`config.mk`:
```
export PLATFORM = sky130hd
export DESIGN_NAME = frame_ring_allocator_top_flat
export DESIGN_NICKNAME = d
export VERILOG_FILES = /design/src/hw/rtl/fra_pkg.sv /design/src/hw/rtl/fra_req_if.sv /design/src/hw/rtl/fra_rsp_if.sv /design/src/hw/rtl/fra_limit_mod.sv /design/src/hw/rtl/frame_ring_allocator_top.sv /design/src/flat_wrapper.sv
export SDC_FILE = /design/constraint.sdc
export NUM_CORES = 2
export LEC_CHECK = 0
export BUFFER_PORTS_ARGS = -buffer_cell sky130_fd_sc_hd__clkbuf_2
export CORE_MARGIN = 4
export CORE_UTILIZATION = 45
export CTS_BUF_LIST = sky130_fd_sc_hd__clkbuf_4 sky130_fd_sc_hd__clkbuf_8 sky130_fd_sc_hd__clkbuf_16
export CTS_CLUSTER_DIAMETER = 60
export CTS_CLUSTER_SIZE = 16
export DETAILED_ROUTE_END_ITERATION = 12
export GPL_TIMING_DRIVEN = 0
export HOLD_SLACK_MARGIN = 0.06
export PLACE_DENSITY = 0.67
export SYNTH_ARGS = -nofsm -noshare
export SYNTH_HDL_FRONTEND = slang
export SYNTH_SLANG_ARGS = --single-unit
```
`constraint.sdc`:
```
create_clock -name clk -period 37.8 [get_ports clk]
set_clock_uncertainty 0.2 [all_clocks]
set_input_delay 5.67 -clock clk [delete_from_list [all_inputs] [get_ports clk]]
set_output_delay 5.67 -clock clk [all_outputs]
set_load 0.03 [all_outputs]
```
`src/hw/rtl/fra_pkg.sv`:
```
// fra_pkg: shared widths, codes and constants of the frame ring allocator.
// Used by the channel interfaces, the limit-remainder unit, the top level
// and the checker. No dependencies.
package fra_pkg;

	// field widths
	localparam int OFFSET_W  = 21;
	localparam int SIZE_W    = 21;
	localparam int SLOT_W    = 4;
	localparam int ADDR_W    = 64;
	localparam int RB_W      = 13;
	localparam int CFG_IDX_W = 2;
	localparam int CFG_W     = 64;

	// ring geometry; ALIGN_BYTES must stay a power of two
	localparam int FRAME_SLOTS_DEF   = 3;
	localparam int ALIGN_BYTES       = 256;
	localparam int ALIGN_BITS        = $clog2(ALIGN_BYTES);
	localparam int OFFSET_LIMIT      = 2097151;
	// 20 blocks = 10*2<<8 bytes
	localparam int RING_BLOCKS_RESET = 20;

	// largest ring in whole blocks, and the bytes of the offset limit past it
	localparam int LIMIT_BLOCKS = OFFSET_LIMIT / ALIGN_BYTES;
	localparam int RING_CAP     = LIMIT_BLOCKS * ALIGN_BYTES;
	localparam int LIMIT_TAIL   = OFFSET_LIMIT % ALIGN_BYTES;
	localparam int LIMIT_BLK_W  = $clog2(LIMIT_BLOCKS + 1);

	// offset limit reduced modulo the ring size after reset
	localparam int LIM_MOD_RESET =
		(LIMIT_BLOCKS % RING_BLOCKS_RESET) * ALIGN_BYTES + LIMIT_TAIL;

	typedef enum logic {
		OP_ALLOC       = 1'b0,
		OP_BEGIN_FRAME = 1'b1
	} op_t;

	typedef enum logic [CFG_IDX_W-1:0] {
		CFG_RING_BLOCKS = 2'd0,
		CFG_GPU_BASE    = 2'd1,
		CFG_CPU_BASE    = 2'd2
	} cfg_reg_t;

	// status of the limit-remainder unit
	typedef struct packed {
		logic                busy;
		logic [OFFSET_W-1:0] lim_mod;
	} lim_status_t;

endpackage

```
`src/hw/rtl/fra_req_if.sv`:
```
// fra_req_if: request channel (allocate or begin frame) with valid/ready.
// Depends on fra_pkg.
interface fra_req_if import fra_pkg::*; ();
	logic              valid;
	logic              ready;
	op_t               opcode;
	logic [SIZE_W-1:0] alloc_size;
	logic [SLOT_W-1:0] frame_slot;

	modport source (output valid, opcode, alloc_size, frame_slot, input ready);
	modport sink   (input valid, opcode, alloc_size, frame_slot, output ready);
endinterface

```
`src/hw/rtl/fra_rsp_if.sv`:
```
// fra_rsp_if: result channel (addresses and out-of-memory flag) with valid/ready.
// Depends on fra_pkg.
interface fra_rsp_if import fra_pkg::*; ();
	logic              valid;
	logic              ready;
	logic [ADDR_W-1:0] gpu_address;
	logic [ADDR_W-1:0] cpu_address;
	logic              out_of_memory;

	modport source (output valid, gpu_address, cpu_address, out_of_memory,
		input ready);
	modport sink   (input valid, gpu_address, cpu_address, out_of_memory,
		output ready);
endinterface

```
`src/hw/rtl/fra_limit_mod.sv`:
```
// fra_limit_mod: bit-serial remainder of the offset limit by the ring size,
// one quotient bit per cycle, restarted on every ring size write.
// Depends on fra_pkg.
module fra_limit_mod import fra_pkg::*; (
	input  logic            clk,
	input  logic            arst_n,
	input  logic            start,
	input  logic [RB_W-1:0] ring_blocks,
	output lim_status_t     status
);

	localparam int CNT_W = $clog2(LIMIT_BLK_W);
	localparam logic [LIMIT_BLK_W-1:0] DIVIDEND = LIMIT_BLK_W'(LIMIT_BLOCKS);

	logic                busy_q;
	logic [CNT_W-1:0]    cnt_q;
	logic [RB_W-1:0]     rem_q;
	logic [OFFSET_W-1:0] lim_q;

	logic [RB_W:0]       step;
	logic [RB_W-1:0]     rem_n;
	logic [OFFSET_W-1:0] lim_n;

	// one restoring step: shift in the next dividend bit, subtract if it fits
	always_comb begin
		step = {rem_q, DIVIDEND[cnt_q]};
		if (step >= {1'b0, ring_blocks}) begin
			rem_n = RB_W'(step - {1'b0, ring_blocks});
		end else begin
			rem_n = RB_W'(step);
		end
		if (ring_blocks == '0) begin
			lim_n = '0;
		end else begin
			lim_n = (OFFSET_W'(rem_n) << ALIGN_BITS) + OFFSET_W'(LIMIT_TAIL);
		end
	end

	always_ff @(posedge clk or negedge arst_n) begin
		if (!arst_n) begin
			busy_q <= 1'b0;
			cnt_q  <= '0;
			rem_q  <= '0;
			lim_q  <= OFFSET_W'(LIM_MOD_RESET);
		end else if (start) begin
			busy_q <= 1'b1;
			cnt_q  <= CNT_W'(LIMIT_BLK_W - 1);
			rem_q  <= '0;
		end else if (busy_q) begin
			rem_q <= rem_n;
			if (cnt_q == '0) begin
				busy_q <= 1'b0;
				lim_q  <= lim_n;
			end else begin
				cnt_q <= cnt_q - CNT_W'(1);
			end
		end
	end

	assign status.busy    = busy_q;
	assign status.lim_mod = lim_q;

endmodule

```
`src/hw/rtl/frame_ring_allocator_top.sv`:
```
// Frame ring allocator top; depends on fra_pkg, fra_req_if, fra_rsp_if and fra_limit_mod.
// A request is registered, processed in one pass and its result registered: the result
// word is offered from the result register, and one request is taken per cycle while the
// result side keeps up. A stalled result word holds; the input stage waits behind it.
// After a ring_blocks write, requests are held off while the remainder (one bit a cycle) is rebuilt.
// Reset clears head, tail, frame counts and current frame and loads a ring of 20 blocks.
module frame_ring_allocator_top import fra_pkg::*; #(
	parameter int FRAME_SLOTS = FRAME_SLOTS_DEF
) (
	input  logic                 clk,
	input  logic                 arst_n,
	input  logic                 cfg_we,
	input  logic [CFG_IDX_W-1:0] cfg_index,
	input  logic [CFG_W-1:0]     cfg_wdata,
	fra_req_if.sink              req,
	fra_rsp_if.source            rsp
);

	localparam int IDX_W = $clog2(FRAME_SLOTS);
	localparam int SZ_W  = OFFSET_W + 1;
	localparam int CH_W  = OFFSET_W + 2;
	localparam int TOT_W = RB_W + ALIGN_BITS;

	// configuration
	logic [RB_W-1:0]   ring_blocks_q;
	logic [ADDR_W-1:0] gpu_base_q;
	logic [ADDR_W-1:0] cpu_base_q;
	logic              ring_wr;

	// allocator state; fbm_q keeps each frame count reduced modulo the ring
	logic [OFFSET_W-1:0] head_q;
	logic [OFFSET_W-1:0] tail_q;
	logic [OFFSET_W-1:0] fb_q  [FRAME_SLOTS];
	logic [OFFSET_W-1:0] fbm_q [FRAME_SLOTS];
	logic [IDX_W-1:0]    cur_q;

	// input stage
	logic              valid_s1;
	op_t               op_s1;
	logic [SIZE_W-1:0] size_s1;
	logic [SLOT_W-1:0] slot_s1;

	// result register
	logic              rsp_valid_q;
	logic [ADDR_W-1:0] gpu_q;
	logic [ADDR_W-1:0] cpu_q;
	logic              oom_q;

	lim_status_t lim;
	logic        advance;

	assign ring_wr = cfg_we && (cfg_index == CFG_RING_BLOCKS);

	fra_limit_mod u_limit_mod (
		.clk         (clk),
		.arst_n      (arst_n),
		.start       (ring_wr),
		.ring_blocks (ring_blocks_q),
		.status      (lim)
	);

	// handshake
	assign advance   = valid_s1 && (!rsp_valid_q || rsp.ready);
	assign req.ready = !lim.busy && (!valid_s1 || advance);

	// ring size in bytes, capped to whole blocks below the offset limit
	logic [TOT_W-1:0]    total_full;
	logic [OFFSET_W-1:0] total;

	always_comb begin
		total_full = TOT_W'(ring_blocks_q) << ALIGN_BITS;
		if (total_full > TOT_W'(RING_CAP)) begin
			total = OFFSET_W'(RING_CAP);
		end else begin
			total = OFFSET_W'(total_full);
		end
	end

	// single pass over the registered request
	logic              slot_ok;
	logic [IDX_W-1:0]  rd_idx;
	logic [OFFSET_W-1:0] fb_rd;
	logic [OFFSET_W-1:0] fbm_rd;
	logic [SZ_W-1:0]   sz_up;
	logic [OFFSET_W-1:0] h_eff;
	logic [OFFSET_W-1:0] t_eff;
	logic [OFFSET_W-1:0] free_sp;
	logic [OFFSET_W-1:0] room;
	logic [OFFSET_W-1:0] pad;
	logic              oom;
	logic [SZ_W-1:0]   head_sum;
	logic [OFFSET_W-1:0] head_new;
	logic [CH_W-1:0]   charged;
	logic [CH_W-1:0]   msum;
	logic [CH_W-1:0]   m1;
	logic [CH_W-1:0]   m2;
	logic              sat;
	logic [OFFSET_W-1:0] fb_new;
	logic [OFFSET_W-1:0] fbm_new;
	logic [SZ_W-1:0]   bt;
	logic [OFFSET_W-1:0] tail_rel;

	always_comb begin
		slot_ok = SZ_W'(slot_s1) < SZ_W'(FRAME_SLOTS);
		if (op_s1 == OP_BEGIN_FRAME) begin
			rd_idx = slot_ok ? IDX_W'(slot_s1) : '0;
		end else begin
			rd_idx = cur_q;
		end
		fb_rd  = fb_q[rd_idx];
		fbm_rd = fbm_q[rd_idx];

		// round up to whole blocks
		sz_up = ((SZ_W'(size_s1) + SZ_W'(ALIGN_BYTES - 1)) >> ALIGN_BITS) << ALIGN_BITS;

		// room at the head, wrapping past the ring end when it is short
		pad   = '0;
		h_eff = head_q;
		t_eff = tail_q;
		room  = (head_q < total) ? total - head_q : '0;
		if (tail_q > head_q) begin
			free_sp = tail_q - head_q;
		end else if (tail_q < head_q) begin
			if (SZ_W'(room) < sz_up) begin
				pad     = room;
				h_eff   = '0;
				free_sp = tail_q;
			end else begin
				free_sp = room;
			end
		end else begin
			h_eff   = '0;
			t_eff   = '0;
			free_sp = total;
		end
		oom = sz_up > SZ_W'(free_sp);

		head_sum = SZ_W'(h_eff) + sz_up;
		if (head_sum >= SZ_W'(total)) begin
			head_new = OFFSET_W'(head_sum - SZ_W'(total));
		end else begin
			head_new = OFFSET_W'(head_sum);
		end

		// frame charge, saturating; reduced copy needs two subtracts at most
		charged = CH_W'(fb_rd) + CH_W'(pad) + CH_W'(sz_up);
		sat     = charged > CH_W'(OFFSET_LIMIT);
		msum    = CH_W'(fbm_rd) + CH_W'(pad) + CH_W'(sz_up);
		m1      = (msum >= CH_W'(total)) ? msum - CH_W'(total) : msum;
		m2      = (m1 >= CH_W'(total)) ? m1 - CH_W'(total) : m1;
		fb_new  = sat ? OFFSET_W'(OFFSET_LIMIT) : OFFSET_W'(charged);
		fbm_new = sat ? lim.lim_mod : OFFSET_W'(m2);

		// tail after releasing a frame
		bt = SZ_W'(tail_q) + SZ_W'(fbm_rd);
		if (total == '0) begin
			tail_rel = '0;
		end else if (bt >= SZ_W'(total)) begin
			tail_rel = OFFSET_W'(bt - SZ_W'(total));
		end else begin
			tail_rel = OFFSET_W'(bt);
		end
	end

	// configuration registers
	always_ff @(posedge clk or negedge arst_n) begin
		if (!arst_n) begin
			ring_blocks_q <= RB_W'(RING_BLOCKS_RESET);
			gpu_base_q    <= '0;
			cpu_base_q    <= '0;
		end else if (cfg_we) begin
			unique case (cfg_index)
				CFG_RING_BLOCKS: ring_blocks_q <= cfg_wdata[RB_W-1:0];
				CFG_GPU_BASE:    gpu_base_q    <= cfg_wdata;
				CFG_CPU_BASE:    cpu_base_q    <= cfg_wdata;
				default: ;
			endcase
		end
	end

	// allocator state
	always_ff @(posedge clk or negedge arst_n) begin
		if (!arst_n) begin
			head_q <= '0;
			tail_q <= '0;
			cur_q  <= '0;
			for (int i = 0; i < FRAME_SLOTS; i++) begin
				fb_q[i]  <= '0;
				fbm_q[i] <= '0;
			end
		end else if (ring_wr) begin
			head_q <= '0;
			tail_q <= '0;
			for (int i = 0; i < FRAME_SLOTS; i++) begin
				fb_q[i]  <= '0;
				fbm_q[i] <= '0;
			end
		end else if (advance) begin
			if (op_s1 == OP_BEGIN_FRAME) begin
				if (slot_ok) begin
					cur_q         <= rd_idx;
					tail_q        <= tail_rel;
					fb_q[rd_idx]  <= '0;
					fbm_q[rd_idx] <= '0;
				end
			end else if (!oom) begin
				head_q        <= head_new;
				tail_q        <= t_eff;
				fb_q[rd_idx]  <= fb_new;
				fbm_q[rd_idx] <= fbm_new;
			end
		end
	end

	// input stage
	always_ff @(posedge clk or negedge arst_n) begin
		if (!arst_n) begin
			valid_s1 <= 1'b0;
		end else if (req.valid && req.ready) begin
			valid_s1 <= 1'b1;
		end else if (advance) begin
			valid_s1 <= 1'b0;
		end
	end

	always_ff @(posedge clk) begin
		if (req.valid && req.ready) begin
			op_s1   <= req.opcode;
			size_s1 <= req.alloc_size;
			slot_s1 <= req.frame_slot;
		end
	end

	// result register
	always_ff @(posedge clk or negedge arst_n) begin
		if (!arst_n) begin
			rsp_valid_q <= 1'b0;
		end else if (advance) begin
			rsp_valid_q <= 1'b1;
		end else if (rsp.ready) begin
			rsp_valid_q <= 1'b0;
		end
	end

	always_ff @(posedge clk) begin
		if (advance) begin
			if (op_s1 == OP_BEGIN_FRAME || oom) begin
				gpu_q <= '0;
				cpu_q <= '0;
			end else begin
				gpu_q <= gpu_base_q + ADDR_W'(h_eff);
				cpu_q <= cpu_base_q + ADDR_W'(h_eff);
			end
			oom_q <= (op_s1 == OP_ALLOC) && oom;
		end
	end

	assign rsp.valid         = rsp_valid_q;
	assign rsp.gpu_address   = gpu_q;
	assign rsp.cpu_address   = cpu_q;
	assign rsp.out_of_memory = oom_q;

endmodule

```
`src/flat_wrapper.sv`:
```
// flat-port wrapper written by rule: the top's interface ports become plain ports
module frame_ring_allocator_top_flat import fra_pkg::*;
#(
	parameter int FRAME_SLOTS = FRAME_SLOTS_DEF
)
  (clk, arst_n, cfg_we, cfg_index, cfg_wdata, req_valid, req_opcode, req_alloc_size, req_frame_slot, req_ready, rsp_valid, rsp_gpu_address, rsp_cpu_address, rsp_out_of_memory, rsp_ready);
  fra_req_if req_i ();
  fra_rsp_if rsp_i ();
  input  logic clk;
  input  logic arst_n;
  input  logic cfg_we;
  input  logic [CFG_IDX_W-1:0] cfg_index;
  input  logic [CFG_W-1:0] cfg_wdata;
  input wire logic [$bits(req_i.valid)-1:0] req_valid;
  input wire logic [$bits(req_i.opcode)-1:0] req_opcode;
  input wire logic [$bits(req_i.alloc_size)-1:0] req_alloc_size;
  input wire logic [$bits(req_i.frame_slot)-1:0] req_frame_slot;
  output wire logic [$bits(req_i.ready)-1:0] req_ready;
  output wire logic [$bits(rsp_i.valid)-1:0] rsp_valid;
  output wire logic [$bits(rsp_i.gpu_address)-1:0] rsp_gpu_address;
  output wire logic [$bits(rsp_i.cpu_address)-1:0] rsp_cpu_address;
  output wire logic [$bits(rsp_i.out_of_memory)-1:0] rsp_out_of_memory;
  input wire logic [$bits(rsp_i.ready)-1:0] rsp_ready;
  assign req_i.valid = req_valid;
  assign req_i.opcode = req_opcode;
  assign req_i.alloc_size = req_alloc_size;
  assign req_i.frame_slot = req_frame_slot;
  assign req_ready = req_i.ready;
  assign rsp_valid = rsp_i.valid;
  assign rsp_gpu_address = rsp_i.gpu_address;
  assign rsp_cpu_address = rsp_i.cpu_address;
  assign rsp_out_of_memory = rsp_i.out_of_memory;
  assign rsp_i.ready = rsp_ready;
  frame_ring_allocator_top #(.FRAME_SLOTS(FRAME_SLOTS)) u_core (.clk(clk), .arst_n(arst_n), .cfg_we(cfg_we), .cfg_index(cfg_index), .cfg_wdata(cfg_wdata), .req(req_i), .rsp(rsp_i));
endmodule
```
==> impl_metrics.yaml <==
finish:
  multi_input_area_mm2: 0.01988
  seq_area_mm2: 0.01330
  layout_common_cells: "nor2_1, dfrtp_1, nand2_1"
  nFillCells: 6987
  drive_above_1_share_pct: 14.92
  layout_commonest_cell: "nor2_1"
  fin_nets: 4275
  area_delta_synth_final_pct: 12.61
synthesis:
  avgSynthCellArea_um2: 9.540
  synth_cell_types: 97
  syn-num-nets: 3991
  netlist_top_cells_area: "dfrtp_1, edfxtp_1, ha_1"
  async_reset_ff_share_pct: 69.00
  synth_cells: 3609
  synth_top_area_share_pct: 24.64
  ys_ff_latch: 500
  synth_warnings: 0
  syn-cell-area_mm2: 0.03443
  synth-edff-count: 155
  ys.flop_type: "dfrtp_1"
  ys_seq_area_share_pct: 38.61
  yosysTopAreaCell: "dfrtp_1"
sta:
  final_max_slew_viol_count: 0
  fmax_mhz: 60.78
  period_minus_slack_ns: 16.45
  worst_pin_slew_ns: 1.424
  setup_violations: 0
  max_slew_margin_pct: 4.401
  fin_crit_sh_pct: 43.52
  tns_ns: 0
  grt_setup_unrepaired: "no"
  hold_viol_final: 0
clock_network:
  clk_latency_ns: 0.61
  cts-root-buf: "clkbuf_16"
  post_cts_resized: 0
  cts_buffers: 48
  cts_max_level: 2
  cts_tree: "yes"
  ctsHoldBuffers: 0
  postCtsSetupBuffers: 0
  cts_buffer_depth: 3
  numClockSinks: 500
  clk_pin_slew_ns: 0.06
worst_hold_path:
  hp-start: "u_core.fbm_q[21]"
  hold_depth: 1
  hold_class: "register to register"
  hold-path-endpoint: "u_core.fbm_q[21]"
floorplan:
  core_area_mm2: 0.07595
  die_w_um: 284.6
  die_h_um: 284.6
  io_pins: 228
  dieArea_mm2: 0.08100
  start_util_pct: 45.33
  row_count: 101
worst_setup_path:
  cp_common_cell: "ha_1"
  endpoint_kind: "register"
  r2r_start: "u_core.ring_blocks_q[1]"
  critical-path-max-stage-delay_ns: 0.83
  required_ns: 38.04
  rr_worst_depth: 55
  cpMaxStageDelayCell: "nor3_1"
  start_kind: "register"
  r2r_end: "u_core.fbm_q[33]"
  r2r_slack_ns: 21.35
  worstPathArrival_ns: 16.69
  crit_type: "register to register"
  worstPathMaxFanout: 10
global_route:
  first_global_vias: 28089
  grt_pass1_wl_um: 162800
  antenna_found_initial: 5
  grt.busiest_layer: "met2"
  use_met1_pct: 33.76
  grt_overflow_total: 0
  grt_util_all_layers_pct: 25.70
  use_met2_pct: 42.13
  grt_max_degree: 106
  gr-usage-met3_pct: 4.162
drt:
  num_vias: 29114
  wl_um: 107600
  drt_iter0_markers: 2275
  drc_errors: 0
  dr.pass1.iters: 6
  viasPerCell: 5.859
  wl_per_cell_um: 21.65
  detail-route-antenna-nets: 0
placement:
  gp_congestion: 0.9751
  place_hpwl_um: 84500
  port_buffers: 227
outcome:
  status: "completed"
job:
  cap_violations: 0
cells in the mapped netlist (all sizes together) (9+ instances only):
library cell and n:
a2111oi 10, a211oi 53, a21boi 9, a21o 74, a21oi 209, a22o 74, a31oi 19, and2 27
and3 46, buf 48, clkbuf 88, dfrtp 339, edfxtp 155, fa 14, ha 271, inv 166
mux2 147, mux2i 57, nand2 274, nand2b 23, nand3 109, nand4 41, nor2 366, nor2b 33
nor3 102, nor4 25, o2111ai 9, o211ai 20, o21a 37, o21ai 223, o21bai 19, o22ai 16
o2bb2ai 29, o311ai 13, o31ai 13, o32ai 30, or2 17, or3 29, xnor2 171, xor2 91
cell families after synthesis:
logic type	Yosys count	synth area share [%]
AND/OR/NAND/NOR	1132	15.53
AO/OA/AOI/OAI	924	18.27
flip-flops	500	38.61
buffers and inverters	302	3.750
adder cells (fa/ha/maj)	285	10.66
XOR/XNOR	262	6.665
multiplexers	204	6.512
metal layers:
| metal | share of wire, % | up-vias |
|---|---|---|
| met5 | 0 | - |
| met4 | 4.7 | 0 |
| met3 | 6.5 | 220 |
| met2 | 46 | 981 |
| met1 | 43 | 14113 |
| li1 | - | 13800 |
critical path: cells and delay by family (launching register included):
family	cells	cell delay, ns
XOR/XNOR	2	0.39
buffers and inverters	8	2.20
adder cells (fa/ha/maj)	6	2.12
multiplexers	1	0.29
flip-flops	1	0.53
AND/OR/NAND/NOR	15	4.43
AO/OA/AOI/OAI	23	6.09
cell type report:
type,count,share of cell area (%)
multi-input cells,2807,51.28
flip-flops and latches,500,34.29
clock buffers,63,3.453
repair buffers,234,3.366
well taps,1030,3.324
plain buffers,136,1.723
inverters,166,1.620
clock inverters,27,0.9100
diodes,6,0.03872
registers in the layout, indices dropped and copies added (netlist names), 2 cells and up:
signal / cells
u_core.fbm_q: 63
u_core.u_limit_mod.cnt_q: 4
u_core.size_s1: 21
u_core.gpu_base_q: 64
u_core.ring_blocks_q: 13
u_core.slot_s1: 4
u_core.rsp.gpu_address: 64
u_core.fb_q: 63
u_core.cpu_base_q: 64
u_core.cur_q: 2
u_core.tail_q: 21
u_core.u_limit_mod.rem_q: 13
u_core.rsp.cpu_address: 64
u_core.u_limit_mod.lim_q: 14
u_core.head_q: 21
worst max path at each step:
stage	startpoint	cells past startpoint	slack, ns	end
final	u_core.ring_blocks_q[1]	55	21.35	u_core.fbm_q[33]
after global routing	u_core.ring_blocks_q[3]	55	20.30	u_core.fbm_q[33]
after CTS	u_core.ring_blocks_q[3]	55	21.70	u_core.fbm_q[33]
after detailed placement	u_core.ring_blocks_q[3]	55	21.74	u_core.fbm_q[33]
after global placement	u_core.ring_blocks_q[3]	55	21.81	u_core.fbm_q[33]
after floorplan	u_core.ring_blocks_q[3]	55	25.44	u_core.fbm_q[33]
through the flow:
| stage | std cells | utilization, % | hold slack [ns] | setup WS [ns] | instance area (µm²) |
|---|---|---|---|---|---|
| 2_1_floorplan | 3609 | - | 0.2439 | 25.44 | 34430 |
| 3_3_place_gp | 4866 | 48.53 | 0.2714 | 21.81 | 36860 |
| 3_5_place_dp | 4873 | 48.79 | 0.2735 | 21.74 | 37060 |
| 4_1_cts | 4963 | 51.02 | 0.2906 | 21.70 | 38750 |
| 5_1_grt | 4968 | 51.05 | 0.3037 | 20.30 | 38770 |
| 6_report | 4969 | 51.05 | 0.2869 | 21.35 | 38770 |
Power is not shown: default switching activity piles up to over one toggle a cycle in this logic, so the estimate is an artifact.
